File: src/rtl/core/assert_macros.svh
// Assertion helpers shared by the RTL. Every macro expects clk_i and rst_ni in scope.
`ifndef ASSERT_MACROS_SVH
`define ASSERT_MACROS_SVH

// The condition must never hold outside reset.
`define ASSERT_NEVER(lbl, cond) \
  lbl: assert property (@(posedge clk_i) disable iff (!rst_ni) !(cond)) \
    else $error("forbidden condition observed");

// Whenever the antecedent holds, the consequent holds in the same cycle.
`define ASSERT_IMPLIES(lbl, ante, cons) \
  lbl: assert property (@(posedge clk_i) disable iff (!rst_ni) (ante) |-> (cons)) \
    else $error("implication violated");

`endif

File: src/rtl/core/dps_pkg.sv
`default_nettype none

package dps_pkg;

  localparam int unsigned NumCh     = 4;
  localparam int unsigned ThrW      = 22;
  localparam int unsigned CntW      = 16;
  localparam int unsigned OverW     = 6;
  localparam int unsigned ShuntW    = 16;
  localparam int unsigned CurW      = 23;
  localparam int unsigned CmdW      = 3;
  localparam int unsigned CfgIdxW   = 3;

  localparam logic [OverW-1:0] OverLimit = 6'd50;

  localparam logic [CmdW-1:0] CMD_TICK      = 3'd0;
  localparam logic [CmdW-1:0] CMD_HEARTBEAT = 3'd1;
  localparam logic [CmdW-1:0] CMD_SAMPLE    = 3'd2;
  localparam logic [CmdW-1:0] CMD_CYCLE     = 3'd3;
  localparam logic [CmdW-1:0] CMD_TOGGLE    = 3'd4;

  localparam logic [CfgIdxW-1:0] REG_THR_A   = 3'd0;
  localparam logic [CfgIdxW-1:0] REG_THR_B   = 3'd1;
  localparam logic [CfgIdxW-1:0] REG_THR_C   = 3'd2;
  localparam logic [CfgIdxW-1:0] REG_THR_D   = 3'd3;
  localparam logic [CfgIdxW-1:0] REG_WD_EN   = 3'd4;
  localparam logic [CfgIdxW-1:0] REG_OC_EN   = 3'd5;
  localparam logic [CfgIdxW-1:0] REG_OFF_T   = 3'd6;
  localparam logic [CfgIdxW-1:0] REG_HB_TO   = 3'd7;

  localparam logic [ThrW-1:0] ThrReset  = 22'd200000;
  localparam logic [CntW-1:0] TimeReset = 16'd2000;

  typedef struct packed {
    logic            wd_en;
    logic            oc_en;
    logic [CntW-1:0] off_time;
    logic [CntW-1:0] hb_timeout;
  } cfg_t;

  typedef struct packed {
    logic power_off;
    logic pending;
    logic wd_trip;
    logic oc_trip;
    logic restored;
  } lane_res_t;

endpackage

`default_nettype wire

File: src/rtl/core/dps_scale.sv
`default_nettype none

// Converts a raw shunt reading to microamps: s * 1000 / 12, truncated toward zero.
// Works on the magnitude: |s| * 250 / 3 = 83 * |s| + floor(|s| / 3).
module dps_scale (
  input  wire logic signed [dps_pkg::ShuntW-1:0] shunt_i,
  output logic signed [dps_pkg::CurW-1:0]        current_o
);

  localparam logic [15:0] Recip3 = 16'd43691;  // ceil(2^17 / 3)

  logic signed [16:0] sx;
  logic signed [16:0] sneg;
  logic [15:0]        mag;
  logic [31:0]        prod;
  logic [21:0]        mag83;
  logic [21:0]        res;

  always_comb begin
    sx    = 17'(shunt_i);
    sneg  = -sx;
    mag   = shunt_i[15] ? sneg[15:0] : sx[15:0];
    prod  = mag * Recip3;
    mag83 = 22'(mag) * 22'd83;
    res   = mag83 + 22'(prod[31:17]);
    current_o = shunt_i[15] ? -$signed({1'b0, res}) : $signed({1'b0, res});
  end

endmodule

`default_nettype wire

File: src/rtl/core/dps_lane.sv
`default_nettype none

// State and decisions of one supervised channel.
module dps_lane (
  input  wire logic                              clk_i,
  input  wire logic                              rst_ni,
  input  wire logic                              step_i,
  input  wire logic [dps_pkg::CmdW-1:0]          cmd_i,
  input  wire logic                              sel_i,
  input  wire logic signed [dps_pkg::CurW-1:0]   current_i,
  input  wire logic [dps_pkg::ThrW-1:0]          threshold_i,
  input  wire dps_pkg::cfg_t                     cfg_i,
  output dps_pkg::lane_res_t                     res_o
);

  logic                         power_off_q, power_off_d;
  logic                         pending_q, pending_d;
  logic [dps_pkg::CntW-1:0]     off_el_q, off_el_d;
  logic [dps_pkg::CntW-1:0]     sil_el_q, sil_el_d;
  logic [dps_pkg::OverW-1:0]    over_q, over_d;

  logic [dps_pkg::CntW-1:0]     off_inc, sil_inc;
  logic [dps_pkg::OverW-1:0]    over_inc;
  logic                         restore, wd_trip, oc_trip, above;

  always_comb begin
    off_inc  = (&off_el_q) ? off_el_q : off_el_q + 1'b1;
    sil_inc  = (&sil_el_q) ? sil_el_q : sil_el_q + 1'b1;
    over_inc = (&over_q)   ? over_q   : over_q + 1'b1;
    above    = current_i > $signed({1'b0, threshold_i});

    power_off_d = power_off_q;
    pending_d   = pending_q;
    off_el_d    = off_el_q;
    sil_el_d    = sil_el_q;
    over_d      = over_q;
    restore     = 1'b0;
    wd_trip     = 1'b0;
    oc_trip     = 1'b0;

    case (cmd_i)
      dps_pkg::CMD_TICK: begin
        off_el_d = off_inc;
        sil_el_d = sil_inc;
        restore  = pending_q && (off_inc > cfg_i.off_time);
        if (restore) begin
          power_off_d = 1'b0;
          pending_d   = 1'b0;
          sil_el_d    = '0;
        end
        wd_trip = cfg_i.wd_en && !pending_d && (sil_el_d > cfg_i.hb_timeout);
        if (wd_trip) begin
          power_off_d = 1'b1;
          pending_d   = 1'b1;
          off_el_d    = '0;
        end
      end
      dps_pkg::CMD_HEARTBEAT: begin
        if (sel_i) begin
          sil_el_d = '0;
        end
      end
      dps_pkg::CMD_SAMPLE: begin
        over_d  = above ? over_inc : '0;
        oc_trip = cfg_i.oc_en && (over_d > dps_pkg::OverLimit);
        if (oc_trip) begin
          over_d      = '0;
          power_off_d = 1'b1;
          pending_d   = 1'b1;
          off_el_d    = '0;
        end
      end
      dps_pkg::CMD_CYCLE: begin
        if (sel_i) begin
          power_off_d = 1'b1;
          pending_d   = 1'b1;
          off_el_d    = '0;
        end
      end
      dps_pkg::CMD_TOGGLE: begin
        power_off_d = power_off_q ^ sel_i;
      end
      default: begin
      end
    endcase

    res_o.power_off = power_off_d;
    res_o.pending   = pending_d;
    res_o.wd_trip   = wd_trip;
    res_o.oc_trip   = oc_trip;
    res_o.restored  = restore;
  end

  always_ff @(posedge clk_i or negedge rst_ni) begin
    if (!rst_ni) begin
      power_off_q <= 1'b0;
      pending_q   <= 1'b0;
      off_el_q    <= '0;
      sil_el_q    <= '0;
      over_q      <= '0;
    end else if (step_i) begin
      power_off_q <= power_off_d;
      pending_q   <= pending_d;
      off_el_q    <= off_el_d;
      sil_el_q    <= sil_el_d;
      over_q      <= over_d;
    end
  end

endmodule

`default_nettype wire

File: src/rtl/core/dut_power_supervisor.sv
// Channel     | Direction | Contents
// s_axis      | in        | tuser: cmd; tdata: channel_mask, shunt_a..shunt_d
// m_axis      | out       | tdata: five channel masks, current_a..current_d
// cfg         | in        | write enable, register index, write data
//
// One request per clock is taken unless the output stalls with stage one full.
// Stage one scales the four shunt readings, stage two updates the four channel
// lanes and loads the output register; the lane state update sets the pace.
// Reset brings all channels powered, counters cleared and registers to defaults.
// A stalled output holds its result; the input side keeps moving while the
// output register is empty or being drained.
`default_nettype none

`include "assert_macros.svh"

module dut_power_supervisor (
  input  wire logic                              clk_i,
  input  wire logic                              rst_ni,
  input  wire logic                              s_axis_tvalid,
  output logic                                   s_axis_tready,
  // [3:0] channel_mask, [19:4] shunt_a, [35:20] shunt_b, [51:36] shunt_c,
  // [67:52] shunt_d, [71:68] zero
  input  wire logic [71:0]                       s_axis_tdata,
  // [2:0] cmd
  input  wire logic [dps_pkg::CmdW-1:0]          s_axis_tuser,
  output logic                                   m_axis_tvalid,
  input  wire logic                              m_axis_tready,
  // [3:0] power_off_mask, [7:4] pending_mask, [11:8] watchdog_trip_mask,
  // [15:12] overcurrent_trip_mask, [19:16] restored_mask, [42:20] current_a,
  // [65:43] current_b, [88:66] current_c, [111:89] current_d
  output logic [111:0]                           m_axis_tdata,
  input  wire logic                              cfg_we_i,
  input  wire logic [dps_pkg::CfgIdxW-1:0]       cfg_idx_i,
  input  wire logic [dps_pkg::ThrW-1:0]          cfg_wdata_i
);

  localparam int unsigned N = dps_pkg::NumCh;

  // Configuration registers.
  logic [dps_pkg::ThrW-1:0] thr_q [N];
  dps_pkg::cfg_t            cfg_q;

  always_ff @(posedge clk_i or negedge rst_ni) begin
    if (!rst_ni) begin
      for (int i = 0; i < N; i++) begin
        thr_q[i] <= dps_pkg::ThrReset;
      end
      cfg_q.wd_en      <= 1'b1;
      cfg_q.oc_en      <= 1'b1;
      cfg_q.off_time   <= dps_pkg::TimeReset;
      cfg_q.hb_timeout <= dps_pkg::TimeReset;
    end else if (cfg_we_i) begin
      case (cfg_idx_i)
        dps_pkg::REG_THR_A: thr_q[0] <= cfg_wdata_i;
        dps_pkg::REG_THR_B: thr_q[1] <= cfg_wdata_i;
        dps_pkg::REG_THR_C: thr_q[2] <= cfg_wdata_i;
        dps_pkg::REG_THR_D: thr_q[3] <= cfg_wdata_i;
        dps_pkg::REG_WD_EN: cfg_q.wd_en <= cfg_wdata_i[0];
        dps_pkg::REG_OC_EN: cfg_q.oc_en <= cfg_wdata_i[0];
        dps_pkg::REG_OFF_T: cfg_q.off_time <= cfg_wdata_i[dps_pkg::CntW-1:0];
        dps_pkg::REG_HB_TO: cfg_q.hb_timeout <= cfg_wdata_i[dps_pkg::CntW-1:0];
        default: begin
        end
      endcase
    end
  end

  // Pipeline handshake.
  logic s1_v_q, out_v_q;
  logic adv_out, s1_fire, in_fire;

  assign adv_out       = !out_v_q || m_axis_tready;
  assign s1_fire       = s1_v_q && adv_out;
  assign s_axis_tready = !s1_v_q || adv_out;
  assign in_fire       = s_axis_tvalid && s_axis_tready;
  assign m_axis_tvalid = out_v_q;

  always_ff @(posedge clk_i or negedge rst_ni) begin
    if (!rst_ni) begin
      s1_v_q  <= 1'b0;
      out_v_q <= 1'b0;
    end else begin
      if (s_axis_tready) begin
        s1_v_q <= s_axis_tvalid;
      end
      if (adv_out) begin
        out_v_q <= s1_v_q;
      end
    end
  end

  // Stage one: scaling.
  logic signed [dps_pkg::CurW-1:0] cur_c  [N];
  logic signed [dps_pkg::CurW-1:0] cur_q  [N];
  logic [dps_pkg::CmdW-1:0]        cmd_q;
  logic [N-1:0]                    mask_q;

  for (genvar g = 0; g < N; g++) begin : g_scale
    dps_scale u_scale (
      .shunt_i   (s_axis_tdata[4 + g*dps_pkg::ShuntW +: dps_pkg::ShuntW]),
      .current_o (cur_c[g])
    );
  end

  always_ff @(posedge clk_i) begin
    if (in_fire) begin
      cmd_q  <= s_axis_tuser;
      mask_q <= s_axis_tdata[N-1:0];
      for (int i = 0; i < N; i++) begin
        cur_q[i] <= cur_c[i];
      end
    end
  end

  // Stage two: channel lanes, then the merge into the output register.
  dps_pkg::lane_res_t lane_res [N];

  for (genvar g = 0; g < N; g++) begin : g_lane
    dps_lane u_lane (
      .clk_i       (clk_i),
      .rst_ni      (rst_ni),
      .step_i      (s1_fire),
      .cmd_i       (cmd_q),
      .sel_i       (mask_q[g]),
      .current_i   (cur_q[g]),
      .threshold_i (thr_q[g]),
      .cfg_i       (cfg_q),
      .res_o       (lane_res[g])
    );
  end

  logic [N-1:0] po_m, pend_m, wd_m, oc_m, rest_m;
  logic         is_sample;

  always_comb begin
    for (int i = 0; i < N; i++) begin
      po_m[i]   = lane_res[i].power_off;
      pend_m[i] = lane_res[i].pending;
      wd_m[i]   = lane_res[i].wd_trip;
      oc_m[i]   = lane_res[i].oc_trip;
      rest_m[i] = lane_res[i].restored;
    end
    is_sample = (cmd_q == dps_pkg::CMD_SAMPLE);
  end

  always_ff @(posedge clk_i) begin
    if (s1_fire) begin
      m_axis_tdata[3:0]   <= po_m;
      m_axis_tdata[7:4]   <= pend_m;
      m_axis_tdata[11:8]  <= wd_m;
      m_axis_tdata[15:12] <= oc_m;
      m_axis_tdata[19:16] <= rest_m;
      for (int i = 0; i < N; i++) begin
        m_axis_tdata[20 + i*dps_pkg::CurW +: dps_pkg::CurW] <=
          is_sample ? cur_q[i] : '0;
      end
    end
  end

  // A restored channel is powered and no longer waiting.
  `ASSERT_NEVER(a_restore_clean, s1_fire && ((rest_m & (po_m | pend_m)) != '0))
  // Any trip leaves the channel waiting for its timed restore.
  `ASSERT_NEVER(a_trip_pending, s1_fire && (((wd_m | oc_m) & ~pend_m) != '0))
  // The watchdog and overcurrent paths never fire on the same request.
  `ASSERT_IMPLIES(a_trip_exclusive, s1_fire && (oc_m != '0), wd_m == '0)

endmodule

`default_nettype wire
File: config.mk
export PLATFORM = sky130hd
export DESIGN_NAME = dut_power_supervisor
export DESIGN_NICKNAME = d
export VERILOG_FILES = /design/src/rtl/core/dps_pkg.sv /design/src/rtl/core/dps_scale.sv /design/src/rtl/core/dps_lane.sv /design/src/rtl/core/dut_power_supervisor.sv
export VERILOG_INCLUDE_DIRS = /design/src /design/src/rtl/core
export SDC_FILE = /design/constraint.sdc
export NUM_CORES = 2
export LEC_CHECK = 0
export ABC_AREA = 1
export BUFFER_PORTS_ARGS = -buffer_cell sky130_fd_sc_hd__buf_4
export CAP_MARGIN = 15
export CORE_MARGIN = 5
export CORE_UTILIZATION = 25
export DETAILED_ROUTE_END_ITERATION = 10
export SYNTH_ARGS = -nofsm -noshare
export SYNTH_HDL_FRONTEND = slang
export SYNTH_SLANG_ARGS = --single-unit
export TNS_END_PERCENT = 1
File: constraint.sdc
create_clock -name clk_i -period 8.9 [get_ports clk_i]
set_input_delay 1.335 -clock clk_i [delete_from_list [all_inputs] [get_ports clk_i]]
set_output_delay 1.335 -clock clk_i [all_outputs]
set_load 0.01 [all_outputs]
### Word-level counts from Yosys, hierarchy flattened

Memories as Yosys holds them, arrays and structs flattened.
Index checks and enable logic that the tools add are counted.

| word-level totals | value |
|---|---|
| register bits | 403 |
| memory bits (writable) | 92 |
| output and inout bits | 114 |
| memories | 1 |

Memories:

| name | words | bits a word | read ports | clocked after memory_dff | wr ports | RTL line | text |
|---|---|---|---|---|---|---|---|
| cur_q | 4 | 23 | 4 | 0 | 4 | dut_power_supervisor.sv:94 | `logic signed [dps_pkg::CurW-1:0] cur_q [N];` |

| cells by class | value |
|---|---|
| $add $sub $neg | 24 |
| multipliers | 8 |
| magnitude comparators | 16 |
| eq/ne operators | 23 |
| multiplexer cells | 102 |
| bitwise logic cells | 4 |
| reduce and logical (&&, ||, !) cells | 59 |

Operators with widths:

| cell | count |
|---|---|
| $mux 16 | 32 |
| $pmux 16 s3 | 4 |
| $add 16x1->16 const B | 8 |
| $gt 16x16->1 | 8 |
| $mul 16x16->32 const B | 4 |
| $pmux 16 s2 | 4 |
| $reduce_and 16->1 | 8 |
| $gt 23x23->1 | 4 |
| $mux 23 | 4 |
| $neg 22->23 | 4 |
| $add 22x15->22 | 4 |
| $mul 16x7->22 const B | 4 |
| $mux 6 | 12 |
| $neg 16->16 | 4 |
| $mux 1 | 38 |
| $add 6x1->6 const B | 4 |
| $gt 6x6->1 const B | 4 |
| $reduce_and 6->1 | 4 |
| $logic_and 1x1->1 | 18 |
| $reduce_and 2->1 | 9 |
| $ne 2x2->1 const B | 8 |
| $pmux 1 s4 | 4 |
| $reduce_and 4->1 | 4 |
| $eq 3x3->1 const B | 5 |
| other kinds (11) | 34 |

### Depth between registers and ports, before layout

| depth | value |
|---|---|
| depth after elaboration | 11 |
| mapped depth | 56 |
| gate-level depth less buffers | 56 |

### Cells and area by module

A second synthesis with hierarchy kept.

| unflattened totals | value |
|---|---|
| cells, all modules | 8,365 |
| area, all modules | 64,217.8 um2 |

Modules (own cells, without submodules):

| module | instances | cells an instance | area an instance (um2) | sequential area each (um2) |
|---|---|---|---|---|
| dps_scale at g_scale[0].u_scale ... | 2 | 1,175 | 8,620.8 | 0.0 |
| dps_lane at g_lane[0].u_lane ... | 3 | 664 | 4,485.6 | 1,001.0 |
| dut_power_supervisor | 1 | 959 | 12,020.3 | 9,486.6 |
| dps_scale at g_scale[2].u_scale | 1 | 1,214 | 8,633.3 | 0.0 |
| dps_scale at g_scale[3].u_scale | 1 | 1,204 | 8,628.3 | 0.0 |
| dps_lane at g_lane[3].u_lane | 1 | 646 | 4,237.8 | 1,001.0 |

### Worst setup path before layout

No wires, ideal clock.

| timing | value |
|---|---|
| kind | input port to flip-flop |
| from | input s_axis_tdata[4] |
| to | memory cur_q[0][20] (netlist name) (data pin) |
| setup time | 0.249 ns |
| arrival time | 10.326 ns |
| required time | 8.651 ns |
| path slack | -1.675 ns |
| cell stages on the path | 45 |
| path buffers | 0 |
| cells stage by stage | nor3_1 inv_1 nor3_2 nand2_1 inv_1 nand3_1 nor4_1 ha_1 ha_1 inv_1 fa_1 inv_1 fa_1 fa_1 inv_1 fa_1 inv_1 ha_1 (+9 left out) ha_1 inv_1 fa_1 fa_1 inv_1 ha_1 a21oi_1 o21ai_0 a21oi_1 nand2_1 xnor2_1 nand2_1 nor2_1 nand4_1 nand2_1 nand2_1 nand2_1 inv_1 |

RTL lines:

| element | RTL line | text |
|---|---|---|
| start: declaration | dut_power_supervisor.sv:23 | `input wire logic [71:0] s_axis_tdata,` |
| end: declaration | dut_power_supervisor.sv:94 |  |

==> impl_metrics.json <==
{
  "status": "finished, violations left",
  "violations": "setup timing",
  "start_util_pct": 25.1,
  "final_cell_mix": "inv_1, buf_4, nand2_1",
  "endpoint_kind": "register",
  "wl_um": 186000,
  "synthAdderAreaFrac_pct": 33.5,
  "min_period_over_period_pct": 109,
  "crit_buf_inv": 11,
  "route.met3.wl_um": 7170,
  "dp.cells": 11800,
  "ant_nets": 0,
  "synth_seq_area_share_pct": 22.6,
  "yosys_warnings": 0,
  "syn-instance-count": 7422,
  "final_util_pct": 32.1,
  "num_vias": 51400,
  "io_buffers": 214,
  "grt_pass1_vias": 51500,
  "hp-class": "register to register",
  "fin_cells": 11900,
  "wl_met2_um": 87500,
  "cp.required_ns": 9.30,
  "grt_overflow": 0,
  "setup_ws_ns": -0.803,
  "ys_types": 75,
  "async_reset_ff_share_pct": 57.4,
  "hold_viol": 0,
  "die_y_um": 499,
  "cap_viol_max_count": 0,
  "clk_pin_slew_ns": 0.06,
  "setup-tns-final_ns": -35.94,
  "syn_area_um2": 59700,
  "crit_family": "adder cells",
  "insertion_delay_ns": 0.65,
  "hpwl_um": 158000,
  "setup_violations": 64,
  "place.gp.congestion": 0.954,
  "synth-edff-count": 211,
  "worst_pin_slew_ns": 1.05,
  "max_stage_delay_ns": 0.56,
  "critPathSlowestCell": "fa_1",
  "drt_first_pass_iters": 6,
  "relSlewSlack_pct": 30.1,
  "ctsRootBufferMaster": "clkbuf_16",
  "synth_simple_gate_area_share_pct": 16.8,
  "fp.dieW_um": 499,
  "finalNetCount": 10100,
  "cts_tree": "built",
  "syn_nets": 8879,
  "htreeDepth": 2,
  "wl_per_cell_um": 15.6,
  "top_layer": "met4",
  "finalMaxSlewViolations": 0,
  "synth_top_family_by_area": "adder cells",
  "drc": 0,
  "drt-initial-drc-count": 3062,
  "synthMuxAreaShare_pct": 0,
  "crit_fanout": 5,
  "hold-worst-slack_ns": 0.484,
  "max_freq_mhz": 103,
  "rsz0062_at_grt": "true",
  "crit_top_cell": "inv_1",
  "skew_ns": 0.0206,
  "critPathKind": "input port to register",
  "synth_compound_area_share_pct": 9.62,
  "die_area_um2": 249000,
  "syn_area_per_cell_um2": 8.05,
  "grt_pass1_wl_um": 290000,
  "core.rowCount": 179,
  "core_area_um2": 238000,
  "io_pins": 219,
  "wl_met1_um": 83800,
  "finalCriticalPeriod_ns": 9.70,
  "syn2layout_area_growth_pct": 28.0,
  "grt_antenna_before_repair": 19,
  "clock-sinks": 495,
  "start_kind": "input port",
  "vias_per_cell": 4.32,
  "hold_buffers": 0,
  "final_common_cell": "inv_1",
  "cts_made_buffers": 54,
  "ys_ff_latch": 495,
  "grt_max_degree": 147,
  "synth-xor-area-share_pct": 5.96,
  "ys.flop_type": "dfrtp_1",
  "grt_use_total_pct": 14.7,
  "cts_max_path_buffers": 3,
  "arrival_ns": 10.10,
  "drive_above_1_share_pct": 20.7
}
==> area by class of cell <==
| class | count | area [um2] |
|---|---|---|
| fillers | 25200 | 161000 |
| multi-input cells | 5114 | 40900 |
| flip-flops and latches | 495 | 13500 |
| repair buffers | 1292 | 9730 |
| inverters | 1722 | 6470 |
| well taps | 3167 | 3960 |
| clock buffers | 71 | 1520 |
| clock inverters | 31 | 342 |
| diodes | 8 | 20.0 |
==> cell usage after synthesis (all sizes together) (4+ instances only) <==
cell type	n	share of area, %
nor2	523	3.4
a31o	4	0.059
dfrtp	246	10
nand4	89	0.95
a211oi	4	0.050
nor3	110	1.0
a21oi	373	3.2
o22ai	75	0.79
or2	23	0.25
edfxtp	211	11
xnor2	106	1.6
and3	4	0.042
ha	937	20
nand3b	14	0.18
a221oi	6	0.088
a21o	27	0.34
o21a	14	0.18
clkbuf	62	0.39
fa	415	14
and2	4	0.042
inv	1721	11
a31oi	33	0.35
o21ai	401	3.4
nor4	26	0.28
a2111oi	5	0.13
o21bai	14	0.18
nor3b	4	0.050
o211ai	14	0.18
nand2	1247	8.0
xor2	288	4.4
o31ai	36	0.46
dfstp	38	1.7
nand3	295	2.6
buf	29	0.29
a21boi	5	0.063
==> final timing paths <==
check | slack (ns) | to | from | depth (start not counted)
worst max-delay path | -0.80 | cur_q[0][21] | s_axis_tdata[4] | 44
worst min-delay path | 0.48 | thr_q[70] | thr_q[70] | 2
worst max register to register | 2.35 | g_lane[0].u_lane.off_el_q[0] | g_lane[0].u_lane.off_el_q[1] | 33
worst min register to register | 0.48 | thr_q[70] | thr_q[70] | 2
max in group asynchronous | 6.89 | thr_q[53] | rst_ni | 2
min in group asynchronous | 0.63 | g_lane[0].u_lane.sil_el_q[2] | rst_ni | 1
==> sequential cells by signal (all words and copies together), names as in the netlist <==
signal                     count
cfg_q                         34
cmd_q                          3
cur_q                         92
g_lane.u_lane.off_el_q        64
g_lane.u_lane.over_q          24
g_lane.u_lane.pending_q        4
g_lane.u_lane.power_off_q      4
g_lane.u_lane.sil_el_q        64
m_axis_tdata                 112
m_axis_tvalid                  1
mask_q                         4
s1_v_q                         1
thr_q                         88
==> what timing repair did <==
| action | CTS | global route |
|---|---|---|
| endpoints found under the setup margin | 73 | 79 |
| gates cloned | 0 | 0 |
| pin swaps | 32 | 23 |
| resized for setup | 110 | 83 |
| buffers inserted | 13 | 0 |
==> worst min-delay path, delay by kind of cell, from the launching register on <==
family	cells	cell delay (ns)
compound gates	1	0.06
flops	1	0.34
simple gates	1	0.05
==> through the flow <==
step	area, um2	worst slack, ns
floorplan	60300	-0.799
global placement	73500	-1.84
detailed placement	73500	-1.83
CTS	76100	-0.802
global route	76500	-1.42
finish	76500	-0.803
==> routing by layer <==
metal	GRT usage, %	vias up
li1	-	26300
met1	19.2	24000
met2	25.2	924
met3	1.47	212
met4	5.24	0
met5	0	-
==> logic make-up after synthesis <==
family / count (synthesis)
buffers and inverters: 1813
adders and majority gates: 1352
xor gates and xnor gates: 394
DFF: 495
AOI/OAI and AO/OA: 1023
and+or+nand+nor: 2345
Power is not shown: default switching activity piles up to over one toggle a cycle in this logic, so the estimate is an artifact.
